===== src/hw/rtl/assert_macros.svh =====
// Assertion macros for the CSV delimiter translator RTL.
// Included by csvdt_core, the module that carries concurrent checks; no other dependencies.
`ifndef ASSERT_MACROS_SVH
`define ASSERT_MACROS_SVH

// Same-cycle implication, checked on the rising clock edge outside reset.
`define CSVDT_ASSERT_IMPL(name, clk, rst_n, ante, cons) \
    name: assert property (@(posedge clk) disable iff (!rst_n) (ante) |-> (cons)) \
        else $error("csvdt assertion failed");

// Next-cycle implication, checked on the rising clock edge outside reset.
`define CSVDT_ASSERT_NEXT(name, clk, rst_n, ante, cons) \
    name: assert property (@(posedge clk) disable iff (!rst_n) (ante) |=> (cons)) \
        else $error("csvdt assertion failed");

`endif


===== src/hw/rtl/csvdt_pkg.sv =====
// Package for the CSV delimiter translator: byte codes, quote modes,
// register indexes and the structs passed between modules. No dependencies.
package csvdt_pkg;

    localparam int BYTE_W = 8;
    localparam int CFG_INDEX_W = 8;

    // Byte codes
    localparam logic [BYTE_W-1:0] ROW_END    = 8'h1E;
    localparam logic [BYTE_W-1:0] CELL_END   = 8'h1F;
    localparam logic [BYTE_W-1:0] BYTE_LF    = 8'h0A;
    localparam logic [BYTE_W-1:0] BYTE_CR    = 8'h0D;
    localparam logic [BYTE_W-1:0] BYTE_QUOTE = 8'h22;

    // Quote tracking modes; the unused code is handled as outside quotes
    localparam logic [1:0] MODE_OUT        = 2'd0;
    localparam logic [1:0] MODE_IN         = 2'd1;
    localparam logic [1:0] MODE_QUOTE_SEEN = 2'd2;

    // Configuration register indexes
    localparam logic [CFG_INDEX_W-1:0] REG_SEPARATOR   = 8'd0;
    localparam logic [CFG_INDEX_W-1:0] REG_SKIP_HEADER = 8'd1;

    // Reset values
    localparam logic [BYTE_W-1:0] SEPARATOR_RESET = 8'd44;

    typedef struct packed {
        logic [BYTE_W-1:0] separator;
        logic              skip_header;
    } cfg_t;

    typedef struct packed {
        logic              emit;
        logic [BYTE_W-1:0] data;
    } res_t;

endpackage


===== src/hw/rtl/csvdt_cfg.sv =====
// Configuration registers of the CSV delimiter translator.
// Depends on csvdt_pkg.
module csvdt_cfg (
    input  logic                               clk,
    input  logic                               rst_n,
    input  logic                               cfg_valid,
    output logic                               cfg_ready,
    input  logic [csvdt_pkg::CFG_INDEX_W-1:0]  cfg_index,
    input  logic [csvdt_pkg::BYTE_W-1:0]       cfg_data,
    output csvdt_pkg::cfg_t                    cfg
);

    logic [csvdt_pkg::BYTE_W-1:0] separator_reg;
    logic                         skip_header_reg;

    // Writes are always accepted
    assign cfg_ready = 1'b1;

    // Register file; unknown indexes are ignored
    always_ff @(posedge clk or negedge rst_n)
    begin
        if (!rst_n)
        begin
            separator_reg   <= csvdt_pkg::SEPARATOR_RESET;
            skip_header_reg <= 1'b0;
        end
        else if (cfg_valid && cfg_ready)
        begin
            if (cfg_index == csvdt_pkg::REG_SEPARATOR)
            begin
                separator_reg <= cfg_data;
            end
            else if (cfg_index == csvdt_pkg::REG_SKIP_HEADER)
            begin
                skip_header_reg <= cfg_data[0];
            end
        end
    end

    assign cfg.separator   = separator_reg;
    assign cfg.skip_header = skip_header_reg;

endmodule


===== src/hw/rtl/csvdt_core.sv =====
// Input register, parser state and byte translation of the CSV delimiter
// translator. Depends on csvdt_pkg and assert_macros.svh.
`include "assert_macros.svh"

module csvdt_core (
    input  logic                          clk,
    input  logic                          rst_n,
    input  csvdt_pkg::cfg_t               cfg,
    input  logic                          in_valid,
    output logic                          in_stall,
    input  logic [csvdt_pkg::BYTE_W-1:0]  in_byte,
    input  logic                          out_free,
    output logic                          fire,
    output csvdt_pkg::res_t               res
);

    logic                         s1_valid_reg;
    logic [csvdt_pkg::BYTE_W-1:0] s1_byte_reg;

    logic [1:0] quote_mode_reg, quote_mode_next;
    logic       after_cr_reg, after_cr_next;
    logic       header_done_reg, header_done_next;

    logic is_lf;
    logic is_cr;
    logic is_quote;

    // Held byte moves on whenever the result register can take it
    assign fire     = s1_valid_reg && out_free;
    assign in_stall = s1_valid_reg && !out_free;

    assign is_lf    = (s1_byte_reg == csvdt_pkg::BYTE_LF);
    assign is_cr    = (s1_byte_reg == csvdt_pkg::BYTE_CR);
    assign is_quote = (s1_byte_reg == csvdt_pkg::BYTE_QUOTE);

    // Translation and next state for the held byte
    always_comb
    begin
        quote_mode_next  = quote_mode_reg;
        after_cr_next    = 1'b0;
        header_done_next = header_done_reg;
        res.emit         = 1'b0;
        res.data         = s1_byte_reg;

        if (cfg.skip_header && !header_done_reg)
        begin
            // header row: drop everything, line break ends it
            if (is_lf || is_cr)
            begin
                header_done_next = 1'b1;
                quote_mode_next  = csvdt_pkg::MODE_OUT;
                after_cr_next    = is_cr;
            end
        end
        else if (quote_mode_reg == csvdt_pkg::MODE_IN)
        begin
            res.emit = 1'b1;
            if (is_quote)
            begin
                quote_mode_next = csvdt_pkg::MODE_QUOTE_SEEN;
            end
        end
        else if (quote_mode_reg == csvdt_pkg::MODE_QUOTE_SEEN && is_quote)
        begin
            // doubled quote stays inside the region
            quote_mode_next = csvdt_pkg::MODE_IN;
            res.emit        = 1'b1;
        end
        else
        begin
            // outside quotes, or region closed by the preceding quote
            quote_mode_next = csvdt_pkg::MODE_OUT;
            res.emit        = 1'b1;
            if (is_quote)
            begin
                quote_mode_next = csvdt_pkg::MODE_IN;
            end
            else if (is_lf)
            begin
                res.emit = !after_cr_reg;
                res.data = csvdt_pkg::ROW_END;
            end
            else if (is_cr)
            begin
                after_cr_next = 1'b1;
                res.data      = csvdt_pkg::ROW_END;
            end
            else if (s1_byte_reg == cfg.separator)
            begin
                res.data = csvdt_pkg::CELL_END;
            end
        end
    end

    // Input register and parser state
    always_ff @(posedge clk or negedge rst_n)
    begin
        if (!rst_n)
        begin
            s1_valid_reg    <= 1'b0;
            quote_mode_reg  <= csvdt_pkg::MODE_OUT;
            after_cr_reg    <= 1'b0;
            header_done_reg <= 1'b0;
        end
        else
        begin
            if (!in_stall)
            begin
                s1_valid_reg <= in_valid;
            end
            if (fire)
            begin
                quote_mode_reg  <= quote_mode_next;
                after_cr_reg    <= after_cr_next;
                header_done_reg <= header_done_next;
            end
        end
    end

    // Input payload; no reset needed
    always_ff @(posedge clk)
    begin
        if (!in_stall && in_valid)
        begin
            s1_byte_reg <= in_byte;
        end
    end

    // A pending CR only exists outside quotes
    `CSVDT_ASSERT_IMPL(a_cr_outside_quotes, clk, rst_n,
        after_cr_reg, quote_mode_reg == csvdt_pkg::MODE_OUT)
    // LF right after a row-ending CR is swallowed
    `CSVDT_ASSERT_IMPL(a_crlf_single_row_end, clk, rst_n,
        fire && is_lf && after_cr_reg && !(cfg.skip_header && !header_done_reg),
        !res.emit)
    // Header bytes never reach the output
    `CSVDT_ASSERT_IMPL(a_header_dropped, clk, rst_n,
        fire && cfg.skip_header && !header_done_reg, !res.emit)
    // Header ends only while dropping is enabled
    `CSVDT_ASSERT_NEXT(a_header_done_source, clk, rst_n,
        !header_done_reg && !(fire && cfg.skip_header), !header_done_reg)

endmodule


===== src/hw/rtl/csvdt_out.sv =====
// Result register of the CSV delimiter translator.
// Depends on csvdt_pkg.
module csvdt_out (
    input  logic                          clk,
    input  logic                          rst_n,
    input  logic                          fire,
    input  csvdt_pkg::res_t               res,
    output logic                          out_free,
    output logic                          out_valid,
    input  logic                          out_stall,
    output logic [csvdt_pkg::BYTE_W-1:0]  out_byte
);

    logic                         out_valid_reg;
    logic [csvdt_pkg::BYTE_W-1:0] out_byte_reg;

    // Register can load when empty or being emptied this cycle
    assign out_free = !out_valid_reg || !out_stall;

    always_ff @(posedge clk or negedge rst_n)
    begin
        if (!rst_n)
        begin
            out_valid_reg <= 1'b0;
        end
        else if (out_free)
        begin
            out_valid_reg <= fire && res.emit;
        end
    end

    // Result payload; no reset needed
    always_ff @(posedge clk)
    begin
        if (out_free && fire && res.emit)
        begin
            out_byte_reg <= res.data;
        end
    end

    assign out_valid = out_valid_reg;
    assign out_byte  = out_byte_reg;

endmodule


===== src/hw/rtl/csv_delimiter_translator_top.sv =====
// Channel   Direction  Handshake            Payload
// in        sink       in_valid/in_stall    in_byte[7:0]
// out       source     out_valid/out_stall  out_byte[7:0]
// cfg       sink       cfg_valid/cfg_ready  cfg_index[7:0], cfg_data[7:0]
//
// One byte per cycle sustained while the output is not stalled. A byte is
// registered in the input register and translated from there; its result is
// registered in the result register. The parser state updates once per byte.
// Reset (rst_n low, asynchronous) clears the parser state, the valid flags
// and the configuration registers. A stalled output holds its result; the
// input stalls only when the input and result registers are both full and
// the output is stalled. Dropped bytes use no result slot.
// Top level of the CSV delimiter translator; depends on csvdt_pkg,
// csvdt_cfg, csvdt_core and csvdt_out.
module csv_delimiter_translator_top (
    input  logic        clk,
    input  logic        rst_n,
    input  logic        in_valid,
    output logic        in_stall,
    input  logic [7:0]  in_byte,
    output logic        out_valid,
    input  logic        out_stall,
    output logic [7:0]  out_byte,
    input  logic        cfg_valid,
    output logic        cfg_ready,
    input  logic [7:0]  cfg_index,
    input  logic [7:0]  cfg_data
);

    csvdt_pkg::cfg_t cfg;
    csvdt_pkg::res_t res;
    logic            fire;
    logic            out_free;

    csvdt_cfg u_cfg (
        .clk       (clk),
        .rst_n     (rst_n),
        .cfg_valid (cfg_valid),
        .cfg_ready (cfg_ready),
        .cfg_index (cfg_index),
        .cfg_data  (cfg_data),
        .cfg       (cfg)
    );

    csvdt_core u_core (
        .clk      (clk),
        .rst_n    (rst_n),
        .cfg      (cfg),
        .in_valid (in_valid),
        .in_stall (in_stall),
        .in_byte  (in_byte),
        .out_free (out_free),
        .fire     (fire),
        .res      (res)
    );

    csvdt_out u_out (
        .clk       (clk),
        .rst_n     (rst_n),
        .fire      (fire),
        .res       (res),
        .out_free  (out_free),
        .out_valid (out_valid),
        .out_stall (out_stall),
        .out_byte  (out_byte)
    );

endmodule

===== config.mk =====
export PLATFORM = sky130hd
export DESIGN_NAME = csv_delimiter_translator_top
export DESIGN_NICKNAME = d
export VERILOG_FILES = /design/src/hw/rtl/csvdt_pkg.sv /design/src/hw/rtl/csvdt_cfg.sv /design/src/hw/rtl/csvdt_core.sv /design/src/hw/rtl/csvdt_out.sv /design/src/hw/rtl/csv_delimiter_translator_top.sv
export VERILOG_INCLUDE_DIRS = /design/src /design/src/hw/rtl
export SDC_FILE = /design/constraint.sdc
export NUM_CORES = 1
export LEC_CHECK = 0
export BUFFER_PORTS_ARGS = -buffer_cell sky130_fd_sc_hd__buf_2
export CAP_MARGIN = 20
export CORE_MARGIN = 8
export CORE_UTILIZATION = 55
export CTS_CLUSTER_DIAMETER = 40
export DETAILED_ROUTE_END_ITERATION = 8
export HOLD_SLACK_MARGIN = 0.05
export PLACE_DENSITY = 0.83
export SLEW_MARGIN = 10
export SYNTH_ARGS = -nofsm -noshare
export SYNTH_HDL_FRONTEND = slang
export SYNTH_HIERARCHICAL = 1
export SYNTH_SLANG_ARGS = --single-unit

===== constraint.sdc =====
create_clock -name clk -period 3.9 [get_ports clk]
set_input_delay 0.195 -clock clk [delete_from_list [all_inputs] [get_ports clk]]
set_output_delay 0.195 -clock clk [all_outputs]
set_load 0.02 [all_outputs]

-- Yosys cells after proc, flatten, opt, wreduce, memory -nomap -nowiden
Cells that the tools add are included.
- eq/ne operators: 9
- multiplexer cells: 23
- bitwise operators: 1
- reduce and logical (&&, ||, !) cells: 21
- operator list (cell ; number):
    $mux W8 ; 5
    $mux W9 ; 2
    $eq A8 B4 Y1 const B ; 2
    $mux W1 ; 11
    $mux W2 ; 5
    $reduce_and A3 Y1 ; 3
    $eq A8 B1 Y1 const B ; 1
    $eq A8 B6 Y1 const B ; 1
    $eq A8 B8 Y1 ; 1
    $logic_and A1 B1 Y1 ; 8
    $logic_not A8 Y1 ; 1
    $logic_not A1 Y1 ; 6
    $ne A3 B1 Y1 const B ; 1
    $eq A2 B1 Y1 const B ; 1
    $eq A2 B2 Y1 const B ; 1
    $logic_or A1 B1 Y1 ; 2
    $ne A2 B2 Y1 const B ; 1
    $reduce_and A2 Y1 ; 1
    $not A1 Y1 ; 1
- register bits after elaboration: 31
- output and inout bits: 11
- word-level logic and storage cells: 63

-- Logic depth before layout (Yosys ltp)
Gate-level depths: netlist (run 1).
- word-level depth: 9
- gate-level depth with buffers: 5
- gate-level depth less buffers: 5

-- By module
The synthesis (run 1) kept the hierarchy.
- modules (own cells, without submodules) (module ; times used ; cells an instance ; area each (um2) ; sequential area each (um2)):
    csvdt_core ; 1 ; 74 ; 774.5 ; 365.4
    csvdt_cfg ; 1 ; 26 ; 395.4 ; 229.0
    csvdt_out ; 1 ; 13 ; 281.5 ; 265.3

-- Least setup slack after synthesis (run 1)
OpenSTA, ideal clock, no wires.
- kind: reg-to-reg
- from: reg u_core/s1_byte_reg[0] in the netlist's numbering
- to: reg u_out.out_byte_reg (netlist bit u_out/out_byte[0]), data pin
- setup time: 157 ps
- data arrival time: 1788 ps
- slack: 1955 ps
- stages on the path, launching flop included: 6
- path buffers: 1
- cells stage by stage: edfxtp_1 or3b_1 or4b_1 buf_2 and3_1 nor3_1
- RTL lines (what ; line ; RTL):
    start: declaration ; csvdt_core.sv:18 ; logic [csvdt_pkg::BYTE_W-1:0] s1_byte_reg;
    start signal: assignment ; csvdt_core.sv:125 ; s1_byte_reg <= in_byte;
    end signal: assignment ; csvdt_out.sv:37 ; out_byte_reg <= res.data;
    end: declaration ; csvdt_out.sv:15 ; logic [csvdt_pkg::BYTE_W-1:0] out_byte_reg;

==> results of run 1 <==
==> final timing paths <==
| kind | from | slack (ns) | depth (start not counted) | end |
|---|---|---|---|---|
| setup reg to reg | u_core/s1_byte_reg[0]$_DFFE_PP_ | 1.78 | 4 | u_out/out_byte[0]$_DFFE_PP_ |
| setup / recovery | u_core/s1_byte_reg[0]$_DFFE_PP_ | 1.78 | 4 | u_out/out_byte[0]$_DFFE_PP_ |
| hold reg to reg | u_core/header_done_reg$_DFFE_PN0P_ | 0.50 | 1 | u_core/header_done_reg$_DFFE_PN0P_ |
| hold / removal | in_valid | 0.07 | 2 | u_core/s1_valid_reg$_DFFE_PN0N_ |
| min in group asynchronous | rst_n | 0.30 | 2 | u_cfg/separator_reg[1]$_DFFE_PN0P_ |
| max in group asynchronous | rst_n | 3.29 | 2 | u_cfg/separator_reg[3]$_DFFE_PN1P_ |
==> cells in the final DEF (no fill, tap or decap), types with 3 or more instances in the layout <==
master,netlist,layout
buf_2,1,38
edfxtp_1,16,16
dfrtp_1,12,12
dlygate4sd3_1,0,9
mux2_2,9,9
xor2_1,8,8
nand2_1,7,7
a21oi_1,6,6
clkbuf_4,0,5
nand2b_1,5,5
nor4_1,4,4
o21bai_1,4,4
inv_1,3,3
dfstp_2,3,3
nor2_1,3,3
==> routing by layer <==
metal  global-route usage  routed length (um)  vias up
li1                     -                   -      525
met1                0.154                1180      520
met2                0.270                1700       47
met3               0.0712                 268        8
met4               0.0705                  58        0
met5                    0                   0        -
==> cell type report <==
type	instances	area, sq um
multi-input combinational	76	561
tap	30	37.5
fill	182	692
sequential	31	860
clock buffer	7	55.1
timing repair buffer	47	280
clock inverter	1	3.75
inverter	3	11.3
==> report_power, final <==
| part | internal [mW] | switching [mW] | total, mW |
|---|---|---|---|
| combinational | 0.0563 | 0.0748 | 0.131 |
| sequential | 0.376 | 0.0221 | 0.398 |
| clock | 0.0863 | 0.101 | 0.187 |
==> repair_timing <==
action | CTS | global route
setup buffers | 0 | 0
hold buffers | 8 | 1
resized for setup | 0 | 0
hold endpoints to repair | 20 | 1
==> Yosys cell counts, types with 2 or more instances <==
cell type   n
nor4_1      4
o21ai_0     2
o21a_1      2
dfrtp_1    12
a21oi_1     6
edfxtp_1   16
nand2b_1    5
a21o_1      2
buf_4       2
nor2b_1     2
inv_1       3
dfstp_2     3
mux2_2      9
xor2_1      8
nor3_1      2
nor3b_1     2
a211oi_1    2
nor2_1      3
o21bai_1    4
nand2_1     7
==> cells by family (layout without fill, tap and decap cells) <==
kind of cell / Yosys count / in the layout / share of synthesized area
buffers and inverters: 6 / 58 / 0.0215
and+or+nand+nor: 35 / 35 / 0.154
muxes: 9 / 9 / 0.0698
DFF: 31 / 31 / 0.592
AOI/OAI and AO/OA: 23 / 23 / 0.111
other: 1 / 1 / 0.00258
xor gates and xnor gates: 8 / 8 / 0.0483
==> per-stage QoR <==
step                      total power [mW]  area [sq um]
after CTS                            0.718          1800
after floorplan                      0.483          1450
after global routing                 0.753          1810
after detailed placement             0.528          1660
final                                0.716          1810
after global placement               0.523          1660
==> worst max-delay path: cells and delay by family, from the launching register on <==
family	cells	cell delay, ns
flops	1	0.50
simple gates	4	1.47
==> run_results.csv, run 1 <==
group,metric,value,unit
cells_and_area,fin_cells,195,
global_routing,grt_max_degree,16,
cts,cts_tree,"built",
routing,wl_per_cell,16.4,um
routing,via_count,1100,
cells_and_area,fin_nets,193,
timing,timing.final.ws_setup,1.78,ns
routing,wl,3210,um
cells_and_area,final_util,0.723,
power_and_ir_drop,ir_drop,359,uV
routing,route.detailed.drc,0,
logic_synthesis,yosys.area.top_type,"edfxtp_1",
timing,slew_violations,0,
global_routing,grt_usage,0.154,
cts,root_buffer,"clkbuf_4",
routing,vias_per_cell,5.64,
cts,cts_made_buffers,5,
logic_synthesis,synth_seq_cells,31,
floorplan,die_x,67.4,um
logic_synthesis,seq_area_frac_synth,0.592,
logic_synthesis,synth_cell_types,37,
floorplan,die_h,67.4,um
critical_path,critPathRequiredTime,4.06,ns
logic_synthesis,synth_nets,142,
timing,rsz0062_at_grt,"no",
place,gp_congestion,0.901,
logic_synthesis,syn_avg_cell_area,12.8,sq um
min_path,hold_path_class,"input port to flip-flop",
floorplan,placementRows,18,
logic_synthesis,synth-main-ff-cell,"edfxtp_1",
timing,fin_crit_sh,0.543,
global_routing,grt_pass1_wl,5170,um
cts,cts_sinks,31,
floorplan,fp.dieArea,0.00454,sq mm
timing,min_period,2.12,ns
logic_synthesis,synthArstFlopShare,0.484,
place,port-buffer-count,38,
cells_and_area,syn_to_final_growth,24.6,%
floorplan,coreArea,0.00250,sq mm
timing,fin_tns_setup,0,ns
critical_path,crit_type,"flip-flop to flip-flop",
critical_path,slowest_stage,"or4b_1",
timing,hold_viol_final,0,
routing,dr.pass1.iters,4,
logic_synthesis,netlist_top_cells_area,"edfxtp_1 33%, dfrtp_1 21%, mux2_2 7.0%",
global_routing,antenna_found_initial,0,
timing,tightest_slew,0.727,ns
floorplan,io_pins,40,
global_routing,overflow,0,
timing,finClkSkew,0.00936,ns
timing,hold_ws,0.0709,ns
logic_synthesis,netlist_area,0.00145,sq mm
logic_synthesis,synth_edf_count,16,
cells_and_area,drive_above_1_share,0.358,
cts,clk_latency,0.32,ns
critical_path,cp-start-kind,"flip-flop",
logic_synthesis,yosysTopAreaCellShare,0.331,
cts,cts_max_level,2,
power_and_ir_drop,p_per_area,396,mW/mm^2
timing,slew-limit-headroom,0.515,
logic_synthesis,synth_warnings,6,
critical_path,slowest_delay,0.63,ns
critical_path,worstPathArrival,2.28,ns
timing,setup_viol,0,
job,drv_cap,0,
cts,clk_pin_slew_worst_paths,0.08,ns
place,dp_slack,1.81,ns
critical_path,cp_max_fo,7,
critical_path,cp_cell_sequence,"or3b_1 > or4b_1 > and3_1 > nor3_1",
timing,max_freq,0.472,GHz
logic_synthesis,synthCells,113,
routing,ant_nets,0,
power_and_ir_drop,p_leak,0.821,nW
floorplan,start_util,0.581,
routing,first_iter_violations,50,
cts,clock_path_buffers,2,
cells_and_area,diodes,0,
place,placedCellCount,178,
outcome,status,"finished, final reports clean",
global_routing,grt_pass1_vias,1164,
critical_path,crit_path_end_kind,"flip-flop",
Note: power is estimated with default switching activity, not from simulation.
==> run 2: changes to the inputs <==
- ABC_AREA: not set -> 1
- CORE_UTILIZATION: 55 -> 47
- PLACE_DENSITY: 0.83 -> 0.74
- clock period: 3.9 -> 1.7 ns (I/O delays scaled with it)
==> run 2 against run 1 <==
Setup slack got worse by 1.6 ns. Via count up 27%. Non-clock buffer count grew 15. Worst hold slack got worse by 0.012 ns. Utilization shrank 7.4 points. Wire length grew 9.8%. Die area grew 24%. Count of clock-buffer cells in the layout is 1 higher. Sequential cell count did not move. Clock skew fell by 0.0025 ns. First-iteration DRC count grew 120%. Register-to-register slack lost 1.6 ns. Critical endpoint is now u_out/out_byte[7]$_DFFE_PP_. Largest power group unchanged.
==> run_results.csv, run 2 <==
group,metric,value,unit
outcome,status,"finished, final reports clean",
global_routing,grt_pass1_wl,6290,um
critical_path,cp-start-kind,"flip-flop",
logic_synthesis,yosysTopAreaCellShare,0.294,
cells_and_area,final_cell_mix,"69 x nand2_1, 38 x buf_2, 28 x inv_1",
critical_path,r2r_setup_slack,0.18,ns
cts,clock_path_buffers,2,
cells_and_area,diodes,0,
timing,rsz0062_at_grt,"no",
logic_synthesis,synth_warnings,6,
critical_path,slowest_delay,0.44,ns
critical_path,path_buf_inv,2,
critical_path,worstPathArrival,1.63,ns
cells_and_area,syn_to_final_growth,32.5,%
logic_synthesis,yosys.area.top_type,"edfxtp_1",
cts,cts_tree,"built",
cts,cts_sinks,31,
cells_and_area,stdcell_area,0.00217,sq mm
floorplan,placementRows,21,
place,gp_congestion,0.855,
routing,wl_per_cell,11.3,um
power_and_ir_drop,p_per_area,752,mW/mm^2
floorplan,die_h,75.0,um
cts,cts_max_level,2,
cts,clk_latency,0.34,ns
logic_synthesis,synthCells,197,
routing,vias_per_cell,4.52,
timing,fin_tns_setup,0,ns
critical_path,cp.depth,8,
critical_path,crit_path_end_kind,"flip-flop",
global_routing,grt_max_degree,16,
critical_path,cp_max_fo,8,
power_and_ir_drop,p_sw,426,uW
min_path,hold_path_class,"input port to flip-flop",
global_routing,overflow,0,
timing,slew_violations,0,
cells_and_area,final_common_cell,"nand2_1",
logic_synthesis,synth_cell_types,26,
cts,root_buffer,"clkbuf_4",
timing,timing.final.ws_setup,0.176,ns
logic_synthesis,syn_avg_cell_area,8.29,sq um
routing,route.detailed.drc,0,
logic_synthesis,seq_area_frac_synth,0.526,
logic_synthesis,synth_edf_count,16,
place,port-buffer-count,38,
critical_path,r2r_end,"u_out/out_byte[7]$_DFFE_PP_",
timing,setup_viol,0,
routing,ant_nets,0,
timing,fin_crit_sh,0.897,
critical_path,cp_cell_sequence,"nor2_2 > inv_2 > nor2_2 > nand3_1 > o21ai_0 > inv_1 > nand2_1 > nor2_4",
critical_path,cp_common_cell,"nor2_2",
logic_synthesis,netlist_area,0.00163,sq mm
routing,via_count,1402,
logic_synthesis,synth_seq_cells,31,
cts,cts_made_buffers,5,
min_path,holdPathStages,3,
routing,dr.pass1.iters,4,
place,dpl_cell_area,0.00187,sq mm
critical_path,slowest_stage,"edfxtp_1",
floorplan,io_pins,40,
critical_path,critPathTopFamily,"simple AND/OR/NAND/NOR gates",
power_and_ir_drop,p_seq_frac,0.538,
power_and_ir_drop,ir_drop,433,uV
power_and_ir_drop,p_leak,1.12,nW
global_routing,grt_pass1_vias,1439,
timing,min_period,1.52,ns
critical_path,crit_path_end,"u_out/out_byte[7]$_DFFE_PP_",
floorplan,die_x,75.0,um
power_and_ir_drop,power_frac_comb,0.160,
logic_synthesis,synthArstFlopShare,0.484,
floorplan,start_util,0.490,
routing,first_iter_violations,110,
timing,max_freq,0.656,GHz
timing,finClkSkew,0.00683,ns
logic_synthesis,synth-main-ff-cell,"edfxtp_1",
timing,hold_viol_final,0,
floorplan,fp.dieArea,0.00562,sq mm
critical_path,r2r_start,"u_core/s1_byte_reg[6]$_DFFE_PP_",
critical_path,crit_type,"flip-flop to flip-flop",
global_routing,antenna_found_initial,0,
cells_and_area,drive_above_1_share,0.295,
power_and_ir_drop,clockPowerShare,0.303,
job,drv_cap,0,
power_and_ir_drop,p_int,1.20,mW
logic_synthesis,synth_common_cells,"69 x nand2_1, 28 x inv_1, 16 x edfxtp_1",
floorplan,coreArea,0.00334,sq mm
cts,clk_pin_slew_worst_paths,0.10,ns
logic_synthesis,netlist_top_cells_area,"edfxtp_1 29%, dfrtp_1 18%, nand2_1 16%",
critical_path,crit_start,"u_core/s1_byte_reg[6]$_DFFE_PP_",
place,dp_hpwl,2510,um
logic_synthesis,synth.most_common_cell,"nand2_1",
global_routing,grt_usage,0.147,
place,dp_slack,0.135,ns
routing,wl,3520,um
power_and_ir_drop,switching_share,0.262,
critical_path,critPathRequiredTime,1.80,ns
logic_synthesis,synth_nets,226,
cells_and_area,fin_nets,292,
critical_path,r2r_cells,8,
run 2: changes by cell type in the layout (fill, tap and decap cells not counted), moves of 5 or more:
cell,delta
nand2_1,+62
inv_1,+25
nand3_1,+14
dlygate4sd3_1,+12
mux2_2,-9
nor2_1,+8
xor2_1,-8
inv_2,+7
nand2_2,+6
nor2_2,+6
a21oi_1,-5
nand2b_1,-5
run 2: what timing repair did:
item	CTS	global route
hold endpoints to repair	33	0
hold buffers	21	0
buffers inserted	0	1
resized for setup	0	1
endpoints found under the setup margin	0	8
run 2: through the flow:
step                      utilization  hold WS [ns]  instances  total power, mW
final                           0.649        0.0585        310             1.63
after global routing            0.649        0.0727        310             1.71
after CTS                       0.645        0.0597        309             1.63
after detailed placement        0.562       0.00447        280             1.11
after global placement          0.562       0.00347        280             1.11
after floorplan                     -        -0.211        197             1.03
run 2: worst min-delay path by stage:
stage	from	endpoint
final	cfg_valid	u_cfg/separator_reg[5]$_DFFE_PN1P_
after global routing	cfg_valid	u_cfg/separator_reg[5]$_DFFE_PN1P_
after CTS	cfg_valid	u_cfg/separator_reg[5]$_DFFE_PN1P_
after detailed placement	rst_n	u_core/quote_mode_reg[0]$_DFFE_PN0P_
after global placement	rst_n	u_core/quote_mode_reg[1]$_DFFE_PN0P_
after floorplan	rst_n	u_cfg/separator_reg[0]$_DFFE_PN0P_
run 2: logic make-up after synthesis:
logic type             share of synthesized area
AND/OR/NAND/NOR                            0.325
buffers and inverters                     0.0942
flip-flops                                 0.526
AO/OA/AOI/OAI                             0.0368
XOR/XNOR                                  0.0161
other                                    0.00229
run 2: power by group through the flow:
stage                     registers [mW]  logic (mW)  clock network [mW]
after floorplan                    0.915       0.114                   0
after global placement             0.890       0.217                   0
after detailed placement           0.893       0.220                   0
after CTS                          0.877       0.254               0.502
after global routing               0.883       0.294               0.536
final                              0.876       0.260               0.493
run 2: final cells by class:
type                    instances  area, sq um
clock buffers                   8         68.8
fillers                       296         1170
inverters                      35          131
multi-input cells             128          626
flip-flops and latches         31          860
well taps                      46         57.6
repair buffers                 62          423
run 2: worst register-to-register path, stage by stage, from the launching register on:
cell and delay [ns]:
edfxtp_1 0.44, nor2_2 0.16, inv_2 0.05, nor2_2 0.16, nand3_1 0.09, o21ai_0 0.14, inv_1 0.05, nand2_1 0.11
nor2_4 0.09
run 2: routing by layer:
| metal | wire length [um] | vias up | share of wire | GRT usage |
|---|---|---|---|---|
| met4 | 76 | 0 | 0.022 | 0.0717 |
| met5 | 0 | - | 0 | 0 |
| li1 | - | 739 | - | - |
| met2 | 1700 | 45 | 0.48 | 0.248 |
| met3 | 267 | 8 | 0.076 | 0.0493 |
| met1 | 1470 | 610 | 0.42 | 0.162 |
==> run 3: changes to the inputs <==
- CORE_MARGIN: 8 -> 5
==> run 3 against run 2 <==
Global-route usage rose by 0.49 points. Non-clock buffer count shrank 4. Sequential power barely moved. Count of clock-buffer cells in the layout shrank 2. Clock skew is 0.0043 ns higher. Wire length down 9.2%. Total power increased by 5.6%. Largest cell class unchanged. Largest power group unchanged.
==> run_results.csv, run 3 (same netlist as run 2, synthesis figures left out) <==
group,metric,value,unit
cts,cts_tree,"built",
floorplan,die_x,69.0,um
routing,wl,3190,um
cts,clk_pin_slew_worst_paths,0.10,ns
timing,fin_crit_sh,0.910,
cells_and_area,drive_above_1_share,0.296,
floorplan,placementRows,21,
routing,dr.pass1.iters,4,
global_routing,overflow,0,
critical_path,crit_type,"flip-flop to flip-flop",
cells_and_area,multi_input_area,621,sq um
global_routing,antenna_found_initial,0,
cells_and_area,stdcell_area,0.00214,sq mm
cells_and_area,n_fill_cell,293,
critical_path,cp_max_fo,8,
floorplan,die_h,69.0,um
routing,vias_per_cell,4.51,
routing,wl_per_cell,10.4,um
timing,fin_tns_setup,0,ns
cts,cts_made_buffers,5,
critical_path,r2r_cells,8,
critical_path,cp_cell_sequence,"inv_1 > nand3_1 > nor2_2 > nand3_1 > o21ai_0 > inv_1 > nand2_1 > nor2_2",
routing,route.detailed.drc,0,
cts,clock_path_buffers,2,
place,port-buffer-count,38,
cells_and_area,final_common_cell,"nand2_1",
critical_path,r2r_setup_slack,0.15,ns
routing,via_count,1380,
power_and_ir_drop,p_total,1.72,mW
cts,cts_sinks,31,
job,drv_cap,0,
place,dp_slack,0.156,ns
timing,rsz0062_at_grt,"no",
timing,max_freq,0.647,GHz
cells_and_area,final_cell_mix,"69 x nand2_1, 38 x buf_2, 28 x inv_1",
timing,setup_viol,0,
critical_path,crit_path_end_kind,"flip-flop",
timing,min_period,1.55,ns
place,dp_hpwl,2420,um
global_routing,grt_pass1_wl,5350,um
min_path,hold_start,"cfg_valid",
cts,cts_max_level,2,
critical_path,critPathRequiredTime,1.70,ns
power_and_ir_drop,p_leak,1.12,nW
timing,hold_viol_final,0,
floorplan,fp.dieArea,0.00476,sq mm
critical_path,slowest_stage,"edfxtp_1",
min_path,holdPathStages,3,
place,gp_congestion,0.920,
floorplan,start_util,0.486,
critical_path,path_buf_inv,2,
cts,cts_setup_buffers,0,
floorplan,io_pins,40,
global_routing,grt_max_degree,16,
global_routing,grt_pass1_vias,1344,
global_routing,grt_usage,0.152,
cells_and_area,regArea,860,sq um
timing,finClkSkew,0.0111,ns
min_path,hold_path_class,"input port to flip-flop",
power_and_ir_drop,ir_drop,478,uV
outcome,status,"finished, final reports clean",
power_and_ir_drop,p_per_area,803,mW/mm^2
critical_path,cp-start-kind,"flip-flop",
cts,root_buffer,"clkbuf_4",
routing,ant_nets,0,
cells_and_area,diodes,0,
timing,slew_violations,0,
timing,hold_ws,0.0762,ns
critical_path,r2r_start,"u_core/s1_byte_reg[5]$_DFFE_PP_",
min_path,min_to,"u_cfg/separator_reg[5]$_DFFE_PN1P_",
timing,timing.final.ws_setup,0.153,ns
place,dpl_cell_area,0.00187,sq mm
cells_and_area,syn_to_final_growth,31.2,%
critical_path,r2r_end,"u_out/out_byte[1]$_DFFE_PP_",
critical_path,critPathTopFamily,"simple AND/OR/NAND/NOR gates",
critical_path,slowest_delay,0.44,ns
cts,clk_latency,0.33,ns
floorplan,coreArea,0.00336,sq mm
routing,first_iter_violations,57,
cells_and_area,fin_nets,288,
critical_path,worstPathArrival,1.55,ns
run 3: cell count changes in the layout (fill, tap and decap cells not counted):
cell,before,now
nor2_2,6,7
dlygate4sd3_1,21,19
clkbuf_1,1,0
buf_4,3,1
bufinv_16,0,1
nor2_4,1,0
clkbuf_8,2,1
clkinv_2,0,1
run 3: cell type report:
class,count,area share
Inverter,35,0.0613
Timing Repair Buffer,58,0.181
Multi-Input combinational cell,128,0.290
Sequential cell,31,0.401
Clock buffer,6,0.0239
Tap cell,46,0.0269
Clock inverter,2,0.0163
run 3: through the flow:
stage / util / std cells
2_1_floorplan: - / 197
3_3_place_gp: 0.555 / 279
3_5_place_dp: 0.555 / 279
4_1_cts: 0.637 / 306
5_1_grt: 0.637 / 306
6_report: 0.637 / 306
run 3: layer usage:
| metal | vias up | track usage | share of wire |
|---|---|---|---|
| met5 | - | 0 | 0 |
| met1 | 594 | 0.166 | 0.42 |
| li1 | 732 | - | - |
| met3 | 6 | 0.0389 | 0.065 |
| met2 | 48 | 0.274 | 0.50 |
| met4 | 0 | 0.0706 | 0.018 |
run 3: timing repair:
action	in CTS	in global routing
hold buffers	19	0
endpoints found under the hold margin	34	0
setup endpoints to repair	0	0
resized for setup	0	0
run 3: where the power goes:
part           total, mW  internal (mW)  switching, mW  leakage [nW]
Sequential         0.877          0.849         0.0279         0.335
Clock              0.593          0.347          0.246        0.0482
Combinational      0.251          0.108          0.143         0.734
Total               1.72           1.30          0.417          1.12
run 3: worst max path at each step:
stage / start / endpoint / slack, ns / cells past startpoint
global placement: u_core/s1_byte_reg[1]$_DFFE_PP_ / u_out/out_byte[7]$_DFFE_PP_ / 0.17 / 7
detailed placement: u_core/s1_byte_reg[1]$_DFFE_PP_ / u_out/out_byte[6]$_DFFE_PP_ / 0.16 / 7
global route: u_core/s1_byte_reg[6]$_DFFE_PP_ / u_out/out_byte[2]$_DFFE_PP_ / 0.03 / 8
finish: u_core/s1_byte_reg[5]$_DFFE_PP_ / u_out/out_byte[1]$_DFFE_PP_ / 0.15 / 8
floorplan: u_out/out_valid$_DFFE_PN0P_ / u_core/s1_byte_reg[0]$_DFFE_PP_ / 0.16 / 5
CTS: u_core/s1_byte_reg[1]$_DFFE_PP_ / u_out/out_byte[2]$_DFFE_PP_ / 0.15 / 7
run 3: worst min-delay path, cell delays in order:
cell,delay [ns]
buf_2,0.17
nand3_1,0.11
nand2_1,0.05
